### src/eardr_pkg.sv
package eardr_pkg;

  // Default coordinate width of one landmark axis
  localparam int unsigned COORD_BITS_DEF = 12;

  // Input item layout: twelve packed points, left eye first
  localparam int unsigned NUM_POINTS = 12;
  localparam int unsigned POINT_W    = 24;
  localparam int unsigned IN_W       = NUM_POINTS * POINT_W;

  // Result packing: ear_avg, alarm, closed_count, padded to whole bytes
  localparam int unsigned EAR_W = 16;
  localparam int unsigned RUN_W = 8;
  localparam int unsigned OUT_W = 32;

  // Ratio division: quotient bits and the Q1.15 scaling shift of (A+B)/(2C)
  localparam int unsigned QUOT_W      = 16;
  localparam int unsigned RATIO_SHIFT = 14;

  localparam logic [EAR_W-1:0] RATIO_MAX = '1;
  localparam logic [RUN_W-1:0] RUN_MAX   = '1;

  localparam logic [EAR_W-1:0] THR_RESET = 16'd8192;
  localparam logic [RUN_W-1:0] LIM_RESET = 8'd15;

  // Configuration register indexes
  typedef logic [1:0] cfg_idx_t;
  localparam cfg_idx_t CFG_CLOSE_LEVEL      = 2'd0;
  localparam cfg_idx_t CFG_CLOSED_RUN_LIMIT = 2'd1;
  localparam int unsigned CFG_DATA_W = 16;

  // Point slots in working order: A pair (p1,p5), B pair (p2,p4), C pair (p0,p3), per eye
  localparam int unsigned SLOT_SRC [NUM_POINTS] = '{1, 5, 2, 4, 0, 3, 7, 11, 8, 10, 6, 9};

  localparam logic EYE_LEFT  = 1'b0;
  localparam logic EYE_RIGHT = 1'b1;

  typedef enum logic [1:0] {
    DIST_A,
    DIST_B,
    DIST_C
  } dist_e;

  typedef enum logic [2:0] {
    ST_IDLE,
    ST_SQX,
    ST_SQY,
    ST_SQST,
    ST_SQRT,
    ST_RATIO,
    ST_DIV,
    ST_FIN
  } state_e;

endpackage

### src/eardr_sqrt.sv
module eardr_sqrt #(
  parameter int unsigned COORD_BITS = eardr_pkg::COORD_BITS_DEF
) (
  input  logic                    clk_i,
  input  logic                    rst_ni,
  input  logic                    start_i,
  input  logic [2*COORD_BITS+17:0] radicand_i,
  output logic                    done_o,
  output logic [COORD_BITS+8:0]   root_o
);
  import eardr_pkg::*;

  localparam int unsigned DW    = COORD_BITS + 9;
  localparam int unsigned VW    = 2 * DW;
  localparam int unsigned CNT_W = $clog2(DW + 1);
  localparam logic [VW-1:0] BIT_INIT = {2'b01, {(VW-2){1'b0}}};

  logic [VW-1:0]    v_q, v_d;
  logic [VW-1:0]    r_q, r_d;
  logic [VW-1:0]    bit_q, bit_d;
  logic [CNT_W-1:0] cnt_q;
  logic             busy_q;
  logic             done_q;
  logic [VW:0]      trial;

  // One result bit per step
  always_comb begin
    trial = {1'b0, r_q} + {1'b0, bit_q};
    if ({1'b0, v_q} >= trial) begin
      v_d = v_q - trial[VW-1:0];
      r_d = (r_q >> 1) + bit_q;
    end else begin
      v_d = v_q;
      r_d = r_q >> 1;
    end
    bit_d = bit_q >> 2;
  end

  always_ff @(posedge clk_i or negedge rst_ni) begin
    if (!rst_ni) begin
      busy_q <= 1'b0;
      done_q <= 1'b0;
      cnt_q  <= '0;
    end else begin
      done_q <= 1'b0;
      if (start_i) begin
        busy_q <= 1'b1;
        cnt_q  <= CNT_W'(DW);
      end else if (busy_q) begin
        cnt_q <= cnt_q - CNT_W'(1);
        if (cnt_q == CNT_W'(1)) begin
          busy_q <= 1'b0;
          done_q <= 1'b1;
        end
      end
    end
  end

  always_ff @(posedge clk_i) begin
    if (start_i) begin
      v_q   <= radicand_i;
      r_q   <= '0;
      bit_q <= BIT_INIT;
    end else if (busy_q) begin
      v_q   <= v_d;
      r_q   <= r_d;
      bit_q <= bit_d;
    end
  end

  assign done_o = done_q;
  assign root_o = r_q[DW-1:0];

endmodule

### src/eardr_div.sv
module eardr_div #(
  parameter int unsigned COORD_BITS = eardr_pkg::COORD_BITS_DEF
) (
  input  logic                          clk_i,
  input  logic                          rst_ni,
  input  logic                          start_i,
  input  logic [COORD_BITS+9:0]         dividend_i,
  input  logic [COORD_BITS+8:0]         divisor_i,
  output logic                          done_o,
  output logic [eardr_pkg::QUOT_W-1:0]  quot_o
);
  import eardr_pkg::*;

  localparam int unsigned DW    = COORD_BITS + 9;
  localparam int unsigned CNT_W = $clog2(QUOT_W + 1);
  localparam int unsigned LOW_W = QUOT_W - RATIO_SHIFT;

  logic [DW-1:0]     rem_q, rem_d;
  logic [DW-1:0]     div_q;
  logic [QUOT_W-1:0] num_q;
  logic [QUOT_W-1:0] quot_q;
  logic              qbit;
  logic [DW:0]       trial;
  logic [CNT_W-1:0]  cnt_q;
  logic              busy_q;
  logic              done_q;

  // Restoring step: bring down one dividend bit, subtract when it fits
  always_comb begin
    trial = {rem_q, num_q[QUOT_W-1]};
    qbit  = (trial >= {1'b0, div_q});
    if (qbit) begin
      rem_d = DW'(trial - {1'b0, div_q});
    end else begin
      rem_d = trial[DW-1:0];
    end
  end

  always_ff @(posedge clk_i or negedge rst_ni) begin
    if (!rst_ni) begin
      busy_q <= 1'b0;
      done_q <= 1'b0;
      cnt_q  <= '0;
    end else begin
      done_q <= 1'b0;
      if (start_i) begin
        busy_q <= 1'b1;
        cnt_q  <= CNT_W'(QUOT_W);
      end else if (busy_q) begin
        cnt_q <= cnt_q - CNT_W'(1);
        if (cnt_q == CNT_W'(1)) begin
          busy_q <= 1'b0;
          done_q <= 1'b1;
        end
      end
    end
  end

  always_ff @(posedge clk_i) begin
    if (start_i) begin
      // Upper part of (dividend << RATIO_SHIFT) is known to be below the divisor
      rem_q  <= DW'(dividend_i[DW:LOW_W]);
      num_q  <= {dividend_i[LOW_W-1:0], {RATIO_SHIFT{1'b0}}};
      div_q  <= divisor_i;
      quot_q <= '0;
    end else if (busy_q) begin
      rem_q  <= rem_d;
      num_q  <= {num_q[QUOT_W-2:0], 1'b0};
      quot_q <= {quot_q[QUOT_W-2:0], qbit};
    end
  end

  assign done_o = done_q;
  assign quot_o = quot_q;

endmodule

### src/eye_aspect_ratio_drowsiness_core.sv
// Eye aspect ratio drowsiness core. One transaction on the slave stream is one face: six
// landmark points per eye. For each eye the core forms the distances A=|p1-p5|, B=|p2-p4|
// and C=|p0-p3| in Q.8, the ratio (A+B)/(2C) in unsigned Q1.15 (saturated at 65535, also
// when C is zero), averages the two eyes and keeps a saturating run count of faces whose
// average lies below the closed-eye level register. Alarm is set when a closed face brings
// the run to closed_run_limit or beyond. One result transaction leaves per face. The
// bit-serial square root dominates (COORD_BITS+9 steps per distance, six distances),
// followed by a 16-step restoring divider per eye, skipped for an eye whose ratio
// saturates. The slave side is ready only between faces; a finished result waits in the
// output register, so the next face is taken while the previous result is still
// unclaimed. Configuration writes are always taken.
module eye_aspect_ratio_drowsiness_core #(
  parameter int unsigned COORD_BITS = eardr_pkg::COORD_BITS_DEF
) (
  input  logic                             clk_i,
  input  logic                             rst_ni,
  // Face input
  input  logic                             s_axis_tvalid,
  output logic                             s_axis_tready,
  // tdata, from bit 0 up: left_p0..left_p5, right_p0..right_p5, 24 bits each
  input  logic [eardr_pkg::IN_W-1:0]       s_axis_tdata,
  // Result output
  output logic                             m_axis_tvalid,
  input  logic                             m_axis_tready,
  // tdata, from bit 0 up: ear_avg[15:0], alarm[16], closed_count[24:17], zeros[31:25]
  output logic [eardr_pkg::OUT_W-1:0]      m_axis_tdata,
  // Configuration write channel
  input  logic                             cfg_valid_i,
  output logic                             cfg_ready_o,
  input  eardr_pkg::cfg_idx_t              cfg_index_i,
  input  logic [eardr_pkg::CFG_DATA_W-1:0] cfg_data_i
);
  import eardr_pkg::*;

  localparam int unsigned PW   = 2 * COORD_BITS;
  localparam int unsigned D2_W = 2 * COORD_BITS + 1;
  localparam int unsigned DW   = COORD_BITS + 9;

  state_e state_q, state_d;

  // Point slots, held in working order; the active pair always sits in slots 0 and 1
  logic [PW-1:0]         pts_q [NUM_POINTS];
  logic                  eye_q;
  dist_e                 dist_q;
  logic [D2_W-1:0]       d2_q;
  logic [DW-1:0]         a_q, b_q, c_q;
  logic [EAR_W-1:0]      ratio_l_q, ratio_r_q;
  logic [EAR_W-1:0]      thr_q;
  logic [RUN_W-1:0]      lim_q;
  logic [RUN_W-1:0]      run_q;
  logic                  out_valid_q;
  logic [EAR_W-1:0]      out_avg_q;
  logic                  out_alarm_q;
  logic [RUN_W-1:0]      out_run_q;

  // Control from the sequencer
  logic                  ld_pts;
  logic                  sqrt_start;
  logic                  dist_adv;
  logic                  div_start;
  logic                  ratio_wr;
  logic                  eye_adv;
  logic                  fin_load;

  // Datapath
  logic [COORD_BITS-1:0] xa, xb, ya, yb, dx, dy, mul_op;
  logic [PW-1:0]         mul_prod;
  logic                  sqrt_done, div_done;
  logic [DW-1:0]         root;
  logic [QUOT_W-1:0]     quot;
  logic [DW:0]           sum_ab;
  logic                  sat;
  logic [EAR_W-1:0]      ratio_val;
  logic [EAR_W:0]        avg_sum;
  logic [EAR_W-1:0]      avg;
  logic                  closed;
  logic [RUN_W-1:0]      run_next;

  // ---------------------------------------------------------------------------------------
  // Shared squarer: dx squared, then dy squared accumulated into d2
  // ---------------------------------------------------------------------------------------
  assign xa = pts_q[0][PW-1:COORD_BITS];
  assign xb = pts_q[1][PW-1:COORD_BITS];
  assign ya = pts_q[0][COORD_BITS-1:0];
  assign yb = pts_q[1][COORD_BITS-1:0];
  assign dx = (xa >= xb) ? (xa - xb) : (xb - xa);
  assign dy = (ya >= yb) ? (ya - yb) : (yb - ya);

  assign mul_op   = (state_q == ST_SQX) ? dx : dy;
  assign mul_prod = {{COORD_BITS{1'b0}}, mul_op} * {{COORD_BITS{1'b0}}, mul_op};

  // Distance in Q.8 is the root of d2 scaled by 2^16
  eardr_sqrt #(
    .COORD_BITS (COORD_BITS)
  ) u_sqrt (
    .clk_i      (clk_i),
    .rst_ni     (rst_ni),
    .start_i    (sqrt_start),
    .radicand_i ({1'b0, d2_q, 16'h0000}),
    .done_o     (sqrt_done),
    .root_o     (root)
  );

  // Ratio (A+B)*2^14/C exceeds 65535 exactly when A+B >= 4C; that covers C of zero too
  assign sum_ab = {1'b0, a_q} + {1'b0, b_q};
  assign sat    = ({1'b0, sum_ab} >= {c_q, 2'b00});

  eardr_div #(
    .COORD_BITS (COORD_BITS)
  ) u_div (
    .clk_i      (clk_i),
    .rst_ni     (rst_ni),
    .start_i    (div_start),
    .dividend_i (sum_ab),
    .divisor_i  (c_q),
    .done_o     (div_done),
    .quot_o     (quot)
  );

  assign ratio_val = (state_q == ST_DIV) ? quot : RATIO_MAX;

  // Average, closed decision and run update
  assign avg_sum  = {1'b0, ratio_l_q} + {1'b0, ratio_r_q};
  assign avg      = avg_sum[EAR_W:1];
  assign closed   = (avg < thr_q);
  always_comb begin
    if (!closed) begin
      run_next = '0;
    end else if (run_q == RUN_MAX) begin
      run_next = run_q;
    end else begin
      run_next = run_q + RUN_W'(1);
    end
  end

  // ---------------------------------------------------------------------------------------
  // Sequencer: next state
  // ---------------------------------------------------------------------------------------
  always_comb begin
    state_d = state_q;
    case (state_q)
      ST_IDLE: begin
        if (s_axis_tvalid) begin
          state_d = ST_SQX;
        end
      end
      ST_SQX:  state_d = ST_SQY;
      ST_SQY:  state_d = ST_SQST;
      ST_SQST: state_d = ST_SQRT;
      ST_SQRT: begin
        if (sqrt_done) begin
          state_d = (dist_q == DIST_C) ? ST_RATIO : ST_SQX;
        end
      end
      ST_RATIO: begin
        if (!sat) begin
          state_d = ST_DIV;
        end else begin
          state_d = (eye_q == EYE_RIGHT) ? ST_FIN : ST_SQX;
        end
      end
      ST_DIV: begin
        if (div_done) begin
          state_d = (eye_q == EYE_RIGHT) ? ST_FIN : ST_SQX;
        end
      end
      ST_FIN: begin
        if (!out_valid_q || m_axis_tready) begin
          state_d = ST_IDLE;
        end
      end
      default: state_d = ST_IDLE;
    endcase
  end

  // ---------------------------------------------------------------------------------------
  // Sequencer: control outputs
  // ---------------------------------------------------------------------------------------
  always_comb begin
    ld_pts     = 1'b0;
    sqrt_start = 1'b0;
    dist_adv   = 1'b0;
    div_start  = 1'b0;
    ratio_wr   = 1'b0;
    fin_load   = 1'b0;
    case (state_q)
      ST_IDLE:  ld_pts     = s_axis_tvalid;
      ST_SQST:  sqrt_start = 1'b1;
      ST_SQRT:  dist_adv   = sqrt_done;
      ST_RATIO: begin
        div_start = !sat;
        ratio_wr  = sat;
      end
      ST_DIV:   ratio_wr   = div_done;
      ST_FIN:   fin_load   = !out_valid_q || m_axis_tready;
      default: begin
      end
    endcase
  end

  assign eye_adv = ratio_wr && (eye_q == EYE_LEFT);

  // ---------------------------------------------------------------------------------------
  // Control registers
  // ---------------------------------------------------------------------------------------
  always_ff @(posedge clk_i or negedge rst_ni) begin
    if (!rst_ni) begin
      state_q     <= ST_IDLE;
      eye_q       <= EYE_LEFT;
      dist_q      <= DIST_A;
      run_q       <= '0;
      thr_q       <= THR_RESET;
      lim_q       <= LIM_RESET;
      out_valid_q <= 1'b0;
    end else begin
      state_q <= state_d;

      if (ld_pts) begin
        eye_q <= EYE_LEFT;
      end else if (eye_adv) begin
        eye_q <= EYE_RIGHT;
      end

      if (ld_pts || eye_adv) begin
        dist_q <= DIST_A;
      end else if (dist_adv) begin
        case (dist_q)
          DIST_A:  dist_q <= DIST_B;
          DIST_B:  dist_q <= DIST_C;
          default: dist_q <= DIST_A;
        endcase
      end

      // Hold the result until taken; a fresh load wins over the hand-off
      if (fin_load) begin
        out_valid_q <= 1'b1;
        run_q       <= run_next;
      end else if (m_axis_tready) begin
        out_valid_q <= 1'b0;
      end

      if (cfg_valid_i) begin
        case (cfg_index_i)
          CFG_CLOSE_LEVEL:      thr_q <= cfg_data_i[EAR_W-1:0];
          CFG_CLOSED_RUN_LIMIT: lim_q <= cfg_data_i[RUN_W-1:0];
          default: begin
          end
        endcase
      end
    end
  end

  // ---------------------------------------------------------------------------------------
  // Payload registers
  // ---------------------------------------------------------------------------------------
  always_ff @(posedge clk_i) begin
    // Capture the points in working order; advance by one pair per finished distance
    if (ld_pts) begin
      for (int unsigned k = 0; k < NUM_POINTS; k++) begin
        pts_q[k] <= PW'(s_axis_tdata[SLOT_SRC[k]*POINT_W +: POINT_W]);
      end
    end else if (dist_adv) begin
      for (int unsigned k = 0; k < NUM_POINTS - 2; k++) begin
        pts_q[k] <= pts_q[k+2];
      end
    end

    case (state_q)
      ST_SQX:  d2_q <= {1'b0, mul_prod};
      ST_SQY:  d2_q <= d2_q + {1'b0, mul_prod};
      default: begin
      end
    endcase

    if (dist_adv) begin
      case (dist_q)
        DIST_A:  a_q <= root;
        DIST_B:  b_q <= root;
        default: c_q <= root;
      endcase
    end

    if (ratio_wr) begin
      if (eye_q == EYE_LEFT) begin
        ratio_l_q <= ratio_val;
      end else begin
        ratio_r_q <= ratio_val;
      end
    end

    if (fin_load) begin
      out_avg_q   <= avg;
      out_alarm_q <= closed && (run_next >= lim_q);
      out_run_q   <= run_next;
    end
  end

  assign s_axis_tready = (state_q == ST_IDLE);
  assign m_axis_tvalid = out_valid_q;
  assign m_axis_tdata  = {{(OUT_W-EAR_W-1-RUN_W){1'b0}}, out_run_q, out_alarm_q, out_avg_q};
  assign cfg_ready_o   = 1'b1;

endmodule

### config.mk
export PLATFORM = sky130hd
export DESIGN_NAME = eye_aspect_ratio_drowsiness_core
export DESIGN_NICKNAME = d
export VERILOG_FILES = /design/src/eardr_pkg.sv /design/src/eardr_sqrt.sv /design/src/eardr_div.sv /design/src/eye_aspect_ratio_drowsiness_core.sv
export SDC_FILE = /design/constraint.sdc
export NUM_CORES = 1
export LEC_CHECK = 0
export BUFFER_PORTS_ARGS = -buffer_cell sky130_fd_sc_hd__buf_2
export CAP_MARGIN = 30
export CORE_MARGIN = 2
export CORE_UTILIZATION = 35
export DETAILED_ROUTE_END_ITERATION = 12
export GPL_ROUTABILITY_DRIVEN = 0
export SLEW_MARGIN = 10
export SYNTH_ARGS = -nofsm -noshare
export SYNTH_HDL_FRONTEND = slang
export SYNTH_SLANG_ARGS = --single-unit
### constraint.sdc
create_clock -name clk_i -period 17.85 [get_ports clk_i]
set_input_delay 2.6775 -clock clk_i [delete_from_list [all_inputs] [get_ports clk_i]]
set_output_delay 2.6775 -clock clk_i [all_outputs]
set_load 0.01 [all_outputs]
==> impl_metrics.py <==
metrics = {
    "clock_tree": {
        "cts_resized": 0,
        "clkSinkCount": 651,
        "hold_buffers": 0,
        "clock_latency_ps": 650,
        "cts_max_path_buffers": 3,
        "numCtsBuffers": 77,
        "clk_pin_slew_ps": 60,
        "post_cts_buffers": 0,
        "cts_tree": "built",
        "h-tree-depth": 3,
        "root_buffer": "clkbuf_16",
    },
    "yosys": {
        "synth_ff_type": "edfxtp_1",
        "syn-mean-instance-area_um2": 9.523,
        "ys_warn_count": 0,
        "ys_seq_area_share_pct": 45.17,
        "ys_ff_latch": 651,
        "yosysUniqueCellTypes": 83,
        "synth_area_um2": 40560,
        "synth_cells": 4259,
        "ys_async_sr_fraction_pct": 8.141,
        "synth_edf_count": 501,
    },
    "detailed_routing": {
        "viasPerCell": 4.935,
        "firstDrtPassIters": 5,
        "antenna_left": 0,
        "wirelength_met1_um": 41760,
        "wl_per_cell_um": 16.20,
        "met2_length_um": 48660,
        "drc_errors": 0,
        "drt_iter0_markers": 1683,
        "wl_um": 99760,
        "top_layer": "met5",
        "wl_met3_um": 5463,
        "vias": 30377,
    },
    "worst_setup_path": {
        "critical_path.max_fanout": 17,
        "crit_top_cell": "inv_1",
        "worst_setup_path_end_kind": "flop",
        "max_stage_delay_ps": 540,
        "crit_path_start_kind": "flop",
        "crit_required_ps": 18240,
        "slowest_stage": "fa_1",
        "arrival_ps": 10970,
        "ff2ff_path_depth": 42,
        "path_class": "flop to flop",
    },
    "global_routing": {
        "grt_antenna_before_repair": 32,
        "grt_pass1_vias": 29661,
        "grt_pass1_wl_um": 157400,
        "grt_max_degree": 97,
        "grt_use_total_pct": 16.57,
        "overflow": 0,
    },
    "sta": {
        "rsz0062_at_grt": "no",
        "finClkSkew_ps": 31.08,
        "fin_tns_setup_ps": 0,
        "worst_slew_pin_slew_ps": 906.5,
        "hold_violations": 0,
        "max_slew_margin_pct": 39.57,
        "final_max_slew_viol_count": 0,
        "period_needed_ps": 10580,
        "setup_viol": 0,
        "fmax_mhz": 94.50,
        "finalCritPeriodShare_pct": 59.28,
    },
    "cells_and_area": {
        "final_cell_mix": "nand2_1, edfxtp_1, buf_2, inv_1, ha_1",
        "num-nets-final": 5284,
        "drive_gt1_share_pct": 12.43,
        "final_common_cell": "nand2_1",
        "fillers": 11285,
        "syn2layout_area_growth_pct": 14.93,
    },
    "die": {
        "ios": 346,
        "start_util_pct": 35.37,
        "design.die.area_um2": 118600,
        "die_w_um": 344.4,
        "die_h_um": 344.4,
        "num_rows": 124,
        "core-area_um2": 114700,
    },
    "hold_path": {
        "worstHoldPathType": "flop to flop",
        "whs_path_depth": 0,
    },
    "job": {
        "max-cap-violations": 0,
    },
    "placed_design": {
        "io_buffer_count": 337,
        "dp_hpwl_um": 75310,
    },
    "run_status": {
        "status": "finished clean",
    },
}
==> per-layer routing <==
metal | global-route usage [%] | vias up
li1 | - | 15325
met5 | 0 | -
met1 | 20.01 | 14126
met2 | 28.67 | 681
met4 | 6.168 | 40
met3 | 3.803 | 205
==> flip-flops by register name, summed over array words and instances (netlist names), 21 cells and up <==
name and count:
u_div.rem_q 21, c_q 21, b_q 21, d2_q 25, u_div.div_q 21, pts_q 288
u_sqrt.r_q 42, u_sqrt.v_q 42, a_q 21, u_sqrt.bit_q 21
==> stage by stage <==
stage          hold slack (ps)  area (µm²)  setup slack, ps  utilization [%]  cells
6_report                 448.0       46620             7268            40.66   6156
2_1_floorplan            419.3       40580             8349                -   4265
5_1_grt                  462.6       46600             6468            40.64   6148
3_5_place_dp             432.9       43920             6649            38.30   5994
3_3_place_gp             432.1       43790             6799            38.19   5988
4_1_cts                  447.6       46510             6648            40.56   6135
==> cell type report <==
type | count | area, µm² | share of cell area (%)
clock buffer | 100 | 2116 | 4.539
inverter | 323 | 1220 | 2.617
antenna | 17 | 42.54 | 0.09126
multi-input combinational | 3136 | 20450 | 43.87
sequential | 651 | 18320 | 39.31
tap | 1512 | 1892 | 4.058
timing repair buffer | 376 | 2100 | 4.504
clock inverter | 41 | 473.0 | 1.015
==> cells by family after synthesis <==
logic type,Yosys count,share of synthesized area (%)
buffers and inverters,478,4.563
AO/OA/AOI/OAI,824,12.63
AND/OR/NAND/NOR,1598,16.59
XOR/XNOR,214,4.621
other,2,0.01852
adder cells (fa/ha/maj),408,14.25
flip-flops,651,45.17
multiplexers,84,2.162
==> worst max-delay path: cells and delay by family, from the launching register on <==
family / cells / cell delay [ps]
DFF: 1 / 390
adders and majority gates: 9 / 3850
AOI/OAI and AO/OA: 14 / 3380
xor gates and xnor gates: 2 / 310
muxes: 2 / 730
buffers and inverters: 9 / 870
and+or+nand+nor: 6 / 780
==> cells in the mapped netlist (all sizes together), types with 6 or more instances <==
library cell | n | area [µm²]
a211o | 8 | 70.07
a211oi | 25 | 192.7
a21boi | 11 | 82.58
a21o | 84 | 630.6
a21oi | 247 | 1251
a221o | 10 | 100.1
a221oi | 8 | 70.07
a22o | 6 | 52.55
a31o | 9 | 78.83
a31oi | 50 | 312.8
and2 | 18 | 112.6
and3 | 29 | 181.4
and4 | 8 | 70.07
buf | 25 | 150.1
clkbuf | 130 | 488.0
dfrtp | 48 | 1201
dfxtp | 97 | 1942
edfxtp | 501 | 15040
fa | 90 | 1802
ha | 318 | 3979
inv | 319 | 1197
mux2 | 19 | 214.0
mux2i | 65 | 663.1
nand2 | 978 | 3671
nand2b | 29 | 181.4
nand3 | 45 | 225.2
nand3b | 13 | 97.59
nand4 | 25 | 156.4
nor2 | 306 | 1149
nor2b | 32 | 200.2
nor3 | 55 | 275.3
nor4 | 9 | 56.30
o211a | 8 | 80.08
o211ai | 13 | 102.6
o21a | 25 | 187.7
o21ai | 234 | 1171
o21bai | 27 | 202.7
o31ai | 16 | 120.1
o41ai | 6 | 52.55
or2 | 25 | 156.4
or3 | 10 | 62.56
xnor2 | 117 | 1025
xor2 | 97 | 849.6
==> worst paths after layout <==
check | slack [ps] | from | end
worst max-delay path | 7270 | pts_q[0][0]$_DFFE_PP_ | d2_q[24]$_SDFFCE_PN0P_
worst min-delay path | 450 | c_q[1]$_DFFE_PP_ | u_div.div_q[1]$_DFFE_PP_
worst max register to register | 7270 | pts_q[0][0]$_DFFE_PP_ | d2_q[24]$_SDFFCE_PN0P_
worst min register to register | 450 | c_q[1]$_DFFE_PP_ | u_div.div_q[1]$_DFFE_PP_
max in group asynchronous | 15120 | rst_ni | u_sqrt.busy_q$_DFF_PN0_
min in group asynchronous | 2160 | rst_ni | u_div.cnt_q[0]$_DFFE_PN0P_
Power is left out: the tool's default activity adds up to more than one toggle a clock period on the data nets, which glitch-free logic cannot reach.
